`config.mk`:
```
export PLATFORM = sky130hd
export DESIGN_NAME = video_line_sequencer
export DESIGN_NICKNAME = d
export VERILOG_FILES = /design/src/vls_pkg.sv /design/src/vls_line_calc.sv /design/src/video_line_sequencer.sv
export SDC_FILE = /design/constraint.sdc
export NUM_CORES = 1
export LEC_CHECK = 0
export BUFFER_PORTS_ARGS = -buffer_cell sky130_fd_sc_hd__clkbuf_2
export CAP_MARGIN = 30
export CORE_MARGIN = 5
export CORE_UTILIZATION = 45
export CTS_CLUSTER_DIAMETER = 30
export CTS_CLUSTER_SIZE = 25
export DETAILED_ROUTE_END_ITERATION = 8
export PLACE_DENSITY = 0.6
export SLEW_MARGIN = 20
export SYNTH_ARGS = -nofsm -noshare
export SYNTH_HDL_FRONTEND = slang
export SYNTH_SLANG_ARGS = --single-unit
```
`constraint.sdc`:
```
create_clock -name clk_i -period 5.2 [get_ports clk_i]
set_input_delay 1.04 -clock clk_i [delete_from_list [all_inputs] [get_ports clk_i]]
set_output_delay 1.04 -clock clk_i [all_outputs]
set_load 0.1 [all_outputs]
```
`src/vls_pkg.sv`:
```
// Shared types, constants and register indexes for the video line sequencer.
package vls_pkg;

  localparam int unsigned FrameBytesDef = 16384;

  localparam int unsigned CfgIdxW  = 3;
  localparam int unsigned CfgDataW = 11;

  localparam int unsigned LineW   = 10;
  localparam int unsigned OutAddrW = 14;
  localparam int unsigned LenW    = 7;
  localparam int unsigned SyncW   = 11;
  localparam int unsigned VoffW   = 8;

  localparam logic [LineW:0]   FirstActive = 11'd30;
  localparam logic [LineW-1:0] VsyncFirst  = 10'd2;
  localparam logic [LineW-1:0] VsyncLast   = 10'd4;
  localparam logic [LineW-1:0] LineFirst   = 10'd1;

  localparam logic [LenW-1:0]  BytesPerLineRst   = 7'd28;
  localparam logic             HalfModeRst       = 1'b0;
  localparam logic [LineW-1:0] ActiveLinesRst    = 10'd216;
  localparam logic [VoffW-1:0] VerticalOffsetRst = 8'd0;
  localparam logic [LineW-1:0] TotalLinesRst     = 10'd262;
  localparam logic [SyncW-1:0] HsyncWidthRst     = 11'd112;
  localparam logic [SyncW-1:0] VsyncWidthRst     = 11'd1412;

  typedef enum logic [CfgIdxW-1:0] {
    RegBytesPerLine   = 3'd0,
    RegHalfMode       = 3'd1,
    RegActiveLines    = 3'd2,
    RegVerticalOffset = 3'd3,
    RegTotalLines     = 3'd4,
    RegHsyncWidth     = 3'd5,
    RegVsyncWidth     = 3'd6
  } cfg_reg_e;

  typedef struct packed {
    logic [LenW-1:0]  bytes_per_line;
    logic             half_mode;
    logic [LineW-1:0] active_lines;
    logic [VoffW-1:0] vertical_offset;
    logic [LineW-1:0] total_lines;
    logic [SyncW-1:0] hsync_width;
    logic [SyncW-1:0] vsync_width;
  } cfg_t;

  typedef struct packed {
    logic [LineW-1:0]    line_number;
    logic                send_line;
    logic [OutAddrW-1:0] line_address;
    logic [LenW-1:0]     line_length;
    logic [SyncW-1:0]    sync_width;
    logic                frame_end;
  } result_t;

endpackage

```
`src/vls_line_calc.sv`:
```
// Per-line decode: active window, sync width, next line count and read offset.
module vls_line_calc #(
  parameter int unsigned FRAME_BYTES = vls_pkg::FrameBytesDef,
  parameter int unsigned AddrW       = $clog2(FRAME_BYTES)
) (
  input  vls_pkg::cfg_t                 cfg_i,
  input  logic [vls_pkg::LineW-1:0]     line_i,
  input  logic [AddrW-1:0]              addr_i,
  output vls_pkg::result_t              result_o,
  output logic [vls_pkg::LineW-1:0]     line_next_o,
  output logic [AddrW-1:0]              addr_next_o
);

  localparam int unsigned LW   = vls_pkg::LineW;
  localparam int unsigned ExtW = (AddrW > vls_pkg::OutAddrW) ? AddrW : vls_pkg::OutAddrW;
  localparam logic [AddrW:0] FrameLim = (AddrW + 1)'(FRAME_BYTES);

  logic [LW:0]     cur_ext;
  logic [LW:0]     cur_inc;
  logic [LW:0]     win_start;
  logic [LW:0]     win_end;
  logic            active;
  logic            vsync;
  logic            advance;
  logic            wrapped;
  logic [AddrW:0]  addr_sum;
  logic [AddrW-1:0] addr_step;
  logic [ExtW-1:0] addr_ext;

  assign cur_ext   = {1'b0, line_i};
  assign cur_inc   = cur_ext + (LW + 1)'(1);
  assign win_start = vls_pkg::FirstActive + (LW + 1)'(cfg_i.vertical_offset);
  assign win_end   = win_start + {1'b0, cfg_i.active_lines};
  assign active    = (cur_ext >= win_start) && (cur_inc <= win_end);
  assign vsync     = (line_i >= vls_pkg::VsyncFirst) && (line_i <= vls_pkg::VsyncLast);
  // FirstActive is even, so with an even vertical offset the odd-offset test reduces to bit 0
  assign advance   = active && (!cfg_i.half_mode || line_i[0]);
  assign wrapped   = cur_inc > {1'b0, cfg_i.total_lines};

  assign addr_sum  = {1'b0, addr_i} + (AddrW + 1)'(cfg_i.bytes_per_line);
  assign addr_step = (addr_sum >= FrameLim) ? AddrW'(addr_sum - FrameLim) : addr_sum[AddrW-1:0];
  assign addr_ext  = ExtW'(addr_i);

  always_comb begin
    result_o.line_number  = line_i;
    result_o.send_line    = active;
    result_o.line_address = active ? addr_ext[vls_pkg::OutAddrW-1:0] : '0;
    result_o.line_length  = active ? cfg_i.bytes_per_line : '0;
    result_o.sync_width   = vsync ? cfg_i.vsync_width : cfg_i.hsync_width;
    result_o.frame_end    = wrapped;
  end

  always_comb begin
    if (wrapped) begin
      line_next_o = vls_pkg::LineFirst;
      addr_next_o = '0;
    end else begin
      line_next_o = cur_inc[LW-1:0];
      addr_next_o = advance ? addr_step : addr_i;
    end
  end

endmodule

```
`src/video_line_sequencer.sv`:
```
// Top level of the video line sequencer: config registers, line state, result register.
// Latency: a result is valid the cycle after its line event transaction is accepted.
// Throughput: one transaction per cycle while the result is not stalled; the single result register is the only stage.
// in_ready_o stays high while the result register is empty or being drained.
// Reset clears the line counter to 1, the read offset to 0, config to defaults,
// and leaves no result pending.
module video_line_sequencer #(
  parameter int unsigned FRAME_BYTES = vls_pkg::FrameBytesDef
) (
  input  logic                            clk_i,
  input  logic                            rst_ni,
  input  logic                            in_valid_i,
  output logic                            in_ready_o,
  input  logic                            line_event_i,
  output logic                            out_valid_o,
  input  logic                            out_ready_i,
  output logic [vls_pkg::LineW-1:0]       line_number_o,
  output logic                            send_line_o,
  output logic [vls_pkg::OutAddrW-1:0]    line_address_o,
  output logic [vls_pkg::LenW-1:0]        line_length_o,
  output logic [vls_pkg::SyncW-1:0]       sync_width_o,
  output logic                            frame_end_o,
  input  logic                            cfg_we_i,
  input  logic [vls_pkg::CfgIdxW-1:0]     cfg_index_i,
  input  logic [vls_pkg::CfgDataW-1:0]    cfg_data_i
);

  localparam int unsigned AddrW = $clog2(FRAME_BYTES);

  vls_pkg::cfg_t                cfg_q, cfg_d;
  logic [vls_pkg::LineW-1:0]    line_q, line_d;
  logic [AddrW-1:0]             addr_q, addr_d;
  vls_pkg::result_t             res_q, res_d;
  logic                         out_valid_q, out_valid_d;
  logic                         in_fire;
  logic                         event_fire;

  assign in_ready_o = !out_valid_q || out_ready_i;
  assign in_fire    = in_valid_i && in_ready_o;
  assign event_fire = in_fire && line_event_i;

  always_comb begin
    cfg_d = cfg_q;
    if (cfg_we_i) begin
      case (vls_pkg::cfg_reg_e'(cfg_index_i))
        vls_pkg::RegBytesPerLine:   cfg_d.bytes_per_line  = cfg_data_i[vls_pkg::LenW-1:0];
        vls_pkg::RegHalfMode:       cfg_d.half_mode       = cfg_data_i[0];
        vls_pkg::RegActiveLines:    cfg_d.active_lines    = cfg_data_i[vls_pkg::LineW-1:0];
        vls_pkg::RegVerticalOffset: cfg_d.vertical_offset = cfg_data_i[vls_pkg::VoffW-1:0];
        vls_pkg::RegTotalLines:     cfg_d.total_lines     = cfg_data_i[vls_pkg::LineW-1:0];
        vls_pkg::RegHsyncWidth:     cfg_d.hsync_width     = cfg_data_i[vls_pkg::SyncW-1:0];
        vls_pkg::RegVsyncWidth:     cfg_d.vsync_width     = cfg_data_i[vls_pkg::SyncW-1:0];
        default: ;
      endcase
    end
  end

  vls_pkg::result_t          calc_res;
  logic [vls_pkg::LineW-1:0] calc_line;
  logic [AddrW-1:0]          calc_addr;

  vls_line_calc #(
    .FRAME_BYTES(FRAME_BYTES),
    .AddrW      (AddrW)
  ) u_calc (
    .cfg_i      (cfg_q),
    .line_i     (line_q),
    .addr_i     (addr_q),
    .result_o   (calc_res),
    .line_next_o(calc_line),
    .addr_next_o(calc_addr)
  );

  always_comb begin
    line_d      = event_fire ? calc_line : line_q;
    addr_d      = event_fire ? calc_addr : addr_q;
    res_d       = event_fire ? calc_res : res_q;
    out_valid_d = out_valid_q;
    if (in_ready_o) begin
      out_valid_d = event_fire;
    end
  end

  always_ff @(posedge clk_i or negedge rst_ni) begin
    if (!rst_ni) begin
      cfg_q.bytes_per_line  <= vls_pkg::BytesPerLineRst;
      cfg_q.half_mode       <= vls_pkg::HalfModeRst;
      cfg_q.active_lines    <= vls_pkg::ActiveLinesRst;
      cfg_q.vertical_offset <= vls_pkg::VerticalOffsetRst;
      cfg_q.total_lines     <= vls_pkg::TotalLinesRst;
      cfg_q.hsync_width     <= vls_pkg::HsyncWidthRst;
      cfg_q.vsync_width     <= vls_pkg::VsyncWidthRst;
      line_q                <= vls_pkg::LineFirst;
      addr_q                <= '0;
      out_valid_q           <= 1'b0;
    end else begin
      cfg_q       <= cfg_d;
      line_q      <= line_d;
      addr_q      <= addr_d;
      out_valid_q <= out_valid_d;
    end
  end

  always_ff @(posedge clk_i) begin
    res_q <= res_d;
  end

  assign out_valid_o    = out_valid_q;
  assign line_number_o  = res_q.line_number;
  assign send_line_o    = res_q.send_line;
  assign line_address_o = res_q.line_address;
  assign line_length_o  = res_q.line_length;
  assign sync_width_o   = res_q.sync_width;
  assign frame_end_o    = res_q.frame_end;

endmodule

```
# After elaboration in Yosys (flattened, before gate mapping)
# Index checks and enable logic that the tools add are counted.
# word_totals
register_bits	127
inputBits	20
# classes
n_addsub	5
eq_ne	6
n_lt_le_gt_ge	6
n_reduce_logical	19
n_mux	5
# ops
operator	n
two-way mux 14 bit	3
AND reduction 2 bit	8
adder 14 x 7 -> 15 bit	1
greater-or-equal comparator 15 bit, second input constant	1
subtractor 14 x 1 -> 14 bit, second input constant	1
adder 10 x 1 -> 11 bit, second input constant	1
adder 11 x 10 -> 11 bit	1
greater-or-equal comparator 10 x 11 -> 1 bit	1
> comparator 11 x 10 -> 1 bit	1
<= comparator 11 bit	1
two-way mux 11 bit	1
greater-or-equal comparator 10 x 2 -> 1 bit, second input constant	1
<= comparator 10 x 3 -> 1 bit, second input constant	1
two-way mux 10 bit	1
adder 5 x 8 -> 9 bit, first input constant	1
equality test 3 bit, second input constant	3
equality test 3 x 2 -> 1 bit, second input constant	2
logical AND 1 bit	5
equality test 3 x 1 -> 1 bit, second input constant	1
zero test 3 bit	1
zero test 1 bit	2
logical OR 1 bit	2
nonzero test 2 bit	1

# Depth between registers and ports, before layout
# depth
depth_word	7
depth_mapped	21
mapped_depth_nobuf	19

# Modules after synthesis
# Synthesis repeated with hierarchy kept, for this count alone.
# hier_totals
hier_cells	569
area_unflattened_um2	6931.6
# modules_own_cells
module	instances	seq_area_each_um2	area_per_inst_um2	cells_each
video_line_sequencer	1	3420.8	4535.6	230
vls_line_calc	1	0.0	2396.0	339

# Least setup slack after synthesis
# OpenSTA, ideal clock, no wires.
# synth_timing
kind	input -> register
start	in out_ready_i
end	reg res_q (netlist bit frame_end_o) (enable)
path_buffers	2
t_required_ps	4774
arrival_ps	3873
path_slack_ps	900
setup_time_ps	426
path_stages	5
path_cell_list	nand2b_1 nand3_1 clkbuf_1 inv_1 clkbuf_1
# synth_via
elab_chain_len	3
# synth_lines
element	line	rtl
start, declared	video_line_sequencer.sv:16	input logic out_ready_i,
logical OR 1 bit	video_line_sequencer.sv:38	assign in_ready_o = !out_valid_q || out_ready_i;
logical AND 1 bit	video_line_sequencer.sv:39	assign in_fire = in_valid_i && in_ready_o;
logical AND 1 bit	video_line_sequencer.sv:40	assign event_fire = in_fire && line_event_i;
named net event_fire	video_line_sequencer.sv:36	logic event_fire;
end signal, assigned	video_line_sequencer.sv:105	res_q <= res_d;
end, declared	video_line_sequencer.sv:33	vls_pkg::result_t res_q, res_d;
# The timed path passes the listed nets, and every way through them passes these cells.
# A chain may end at the register's enable or synchronous reset.

# Worst setup path after layout
# layout_timing
start	reg cfg_q[33] (netlist bit)
end	reg addr_q[8]
# layout_via
elab_chain_len	7
word_cells_on_any_way	8
# layout_lines
element	line	rtl
start, declared	video_line_sequencer.sv:30	vls_pkg::cfg_t cfg_q, cfg_d;
start signal, assigned	video_line_sequencer.sv:97	cfg_q <= cfg_d;
adder 5 x 8 -> 9 bit (*)	vls_line_calc.sv:32	assign win_start = vls_pkg::FirstActive + (LW + 1)'(cfg_i.vertical_offset);
adder 11 x 10 -> 11 bit	vls_line_calc.sv:33	assign win_end = win_start + {1'b0, cfg_i.active_lines};
<= comparator 11 bit	vls_line_calc.sv:34	assign active = (cur_ext >= win_start) && (cur_inc <= win_end);
logical AND 1 bit (*)	vls_line_calc.sv:34	
logical AND 1 bit (*)	vls_line_calc.sv:37	assign advance = active && (!cfg_i.half_mode || line_i[0]);
nonzero test 2 bit (no source line) (*)	-	
AND reduction 2 bit (no source line) (*)	-	
end signal, assigned	video_line_sequencer.sv:99	addr_q <= addr_d;
end, declared	video_line_sequencer.sv:32	logic [AddrW-1:0] addr_q, addr_d;
# Mark *: on every way between the ends. The rest lies on a longest branch, timed or not.

==> summary.md <==
- 4 — detailed-router iteration count before antenna repair
- 3420 um2 — register area
- 29.6% — fraction of power consumed by the clock network
- 5.42 — post-detailed-route via-to-cell ratio
- 420 ps — clock network latency to the later pin of the worst-skew pair
- reg -> reg — critical path class
- 0 — max-capacitance violation count
- dfrtp_1 25%, edfxtp_1 20%, mux2_2 9.8% — leading cell types by total area after synthesis
- 30.9% — share of post-route cells with drive strength above 1
- 0 — diode insertion count for antenna repair
- 1.52 mW — net switching power
- 65 x dfrtp_1, 58 x mux2_2, 49 x ha_1 — most instantiated cells after synthesis
- 60 ps — clock-pin transition on the worst setup and hold timing paths
- 1 — number of cells on the worst hold path
- register — Worst setup EP type
- 0 — Yosys warning count
- clkbuf_16 — root buffer cell
- 86.1% — share of the clock period used by the worst path after layout
- 703 — count of nets after finishing
- 51.6% — fraction of the yosys area taken by sequential cells
- 2 — clk buf depth
- 629 — Synthesized Nets
- done — CTS tree
- 0 — post-route DRC violation count
- dfrtp_1 — dominant cell type by area after synthesis
- 57 — pin count of the biggest net entering global routing
- 44 — standard-cell rows
- 127 — sinks on the clock net
- 7180 um2 — total placed instance area
- 0 — residual antenna-violating net count after detailed routing
- 4780 ps — WP data arrival
- 398 — number of DRC markers in iteration 0
- 2970 um2 — area of the multi-input gates
- 440 ps — slowest cell delay on critical path
- 0 — CTS resizes
- inv_1, ha_1, inv_1, ha_1, a21oi_1, o21ai_0, a2111oi_2, o31ai_1, a21oi_1, xor2_1, ha_1, nand2_1, nor2_1, a211oi_1, a22oi_1, buf_4, nor2_4, a211oi_1, a211o_1 — cell-by-cell trace of the critical path
- 4.47% — global-route met3 utilization
- 17.5% — growth of design area from synthesis to finish
- dfrtp_1 — most common cell in the netlist
- 8.41 ps — worst clock skew
- 65 — count of port buffers added during placement
- 17.4 um — Avg WL per Cell
- 127 — Seq cells post-synth
- 24.0% — met1 track utilization from global routing
- dfrtp_1 — commonest register cell after synthesis
- 0 — antenna violations before repair
- 0 ps — post-route setup TNS
- 0 — final number of max-transition violations
- 24.5% — Synth top area share
- 17 — number of buffers added by the clock tree synthesis step
- 34.1% — part of the power in registers
- 45.8% — effective utilization at floorplan
- ha_1 — cell mode on critical path
- 667 ps — actual transition at the worst max-transition pin
- 223 MHz — Max Clk Rate
- 2.63 mW — internal power
- 0 — total congestion overflow
- met2 — most used routing layer in global routing
- 66 — Boundary Pins
- 131 um — height of the die
- 0 — count of buffers added by post-CTS timing repair for setup
- dfrtp_1 — cell with the largest stage delay on the worst path
- 0 — final hold viol count
- 533 nW/um2 — power density over the cells
- no — unrepaired setup endpoints after global routing
- 19 — length in cells of the worst reg-to-reg path
- 4496 — routed via count
- 4 — number of levels in the clock H-tree
- 0 — count of endpoints failing setup in the final report
- 17.3% — global routing usage summed across all routing layers
- reg -> reg — Hold WC Path Type
- 131 um — Die X-Extent
- 10600 um — estimated wirelength of the detail-placed design
- 5500 ps — Crit path required time
- 500 ps — worst hold margin
- 3.52 nW — leakage
- register — startpoint type of the worst setup path
- 36.7% — switching part of the total
- 0 — number of hold-repair buffers added at the cts stage
- 0.277 mV — maximum ir drop on the vdd rail
- 14500 um2 — Core Region
- 7790 um2 — post-route cell area
- 14400 um — WL final
- finished, final reports clean — result of the run
- 55.3% — worst slew margin relative to its limit
- 797 — number of cells in the design after placement
- 558 — cells after synthesis
- 63 — number of distinct standard cells referenced by the synthesized netlist
- 26.7% — met2 routing resource usage after global routing
- 6630 um2 — post-synthesis instance area
- 44 — EDFF count, synth
- 11.9 um2 — average size of a mapped cell
- 1255 — layout filler cell count
- 24100 um — first-pass GRT wire length
- 829 — non-filler instance count after layout
- 4629 — via count of the first global-routing pass
- 0.863 — last weighted congestion value of the routability-driven placer
- 53.8% — Post-Route Utilization
- 65.4% — share of async-settable or async-resettable flops after synthesis
- 4480 ps — final critical-path required period
- 17300 um2 — area of the die
- 36.3% — fraction of power consumed by combinational cells
- 27 — largest fanout on the critical path
## state kept, by name (all words and copies together) (netlist names)
name and cells:
sync_width_o 11, addr_q 14, cfg_q 58, line_number_o 10
line_q 10, out_valid_o 1, line_address_o 14, line_length_o 7
send_line_o 1, frame_end_o 1
## layout make-up
type                       instances  share of cell area [%]
multi-input combinational        372                    38.1
clock buffer                      19                    5.81
sequential                       127                    43.9
timing repair buffer              72                    5.14
clock inverter                    13                    2.07
inverter                          42                    2.02
tap                              184                    2.95
## cell usage in the layout (no fill, tap or decap), types with 3 or more instances in the layout
cell	n
nor2b_1	4
clkbuf_2	64
a211oi_1	3
a21o_1	3
xor2_1	12
edfxtp_1	44
clkinv_2	4
nor4_1	3
nor3_2	4
ha_1	49
o21ai_0	27
inv_1	40
o211ai_1	4
nand4_1	8
buf_4	7
nand4b_1	3
nand3_1	14
and2_1	14
nand2_1	37
a21oi_1	19
mux2_2	58
a211o_1	7
nor2_1	19
a22o_1	9
dfrtp_1	65
o31ai_1	3
xnor2_1	10
nor3_1	14
dfstp_2	18
clkbuf_16	17
clkinv_4	4
bufinv_16	3
and4_1	3
nand2b_1	7
## metal layers
layer | vias to the layer above | routed length, um
li1 | 2176 | -
met1 | 2210 | 6850
met2 | 92 | 6800
met3 | 18 | 585
met4 | 0 | 204
met5 | - | 0
## metrics by stage
stage          worst slack, ps  power (mW)
6_report                   723        4.15
5_1_grt                    270        4.41
4_1_cts                    687        4.18
3_5_place_dp               722        2.93
3_3_place_gp               986        2.86
2_1_floorplan              900        2.59
## worst max-delay path, delay by kind of cell, from the launching register on
family | cells | cell delay (ps)
buffers and inverters | 3 | 370
adder cells (fa/ha/maj) | 3 | 900
flip-flops | 1 | 440
AO/OA/AOI/OAI | 9 | 1930
XOR/XNOR | 1 | 180
AND/OR/NAND/NOR | 3 | 550
## final timing paths
check / end / slack, ps / startpoint
max: addr_q[8] / 720 / cfg_q[33]
min: cfg_q[1] / 500 / cfg_q[1]
max reg2reg: addr_q[8] / 720 / cfg_q[33]
min reg2reg: cfg_q[1] / 500 / cfg_q[1]
max in group asynchronous: cfg_q[53] / 3990 / rst_ni
min in group asynchronous: out_valid_o / 550 / rst_ni
## kinds of logic after synthesis
| family | synth area share [%] |
|---|---|
| buffers and inverters | 3.74 |
| AO/OA/AOI/OAI | 10.1 |
| XOR/XNOR | 2.91 |
| flip-flops | 51.6 |
| AND/OR/NAND/NOR | 12.0 |
| adder cells (fa/ha/maj) | 9.85 |
| multiplexers | 9.85 |
## power by group through the flow
stage	logic [mW]	registers [mW]	clock network, mW
after floorplan	0.981	1.60	0
after global placement	1.44	1.42	0
after detailed placement	1.50	1.43	0
after CTS	1.51	1.42	1.25
after global routing	1.67	1.44	1.30
final	1.51	1.42	1.23
(Power assumes the default switching activity.)
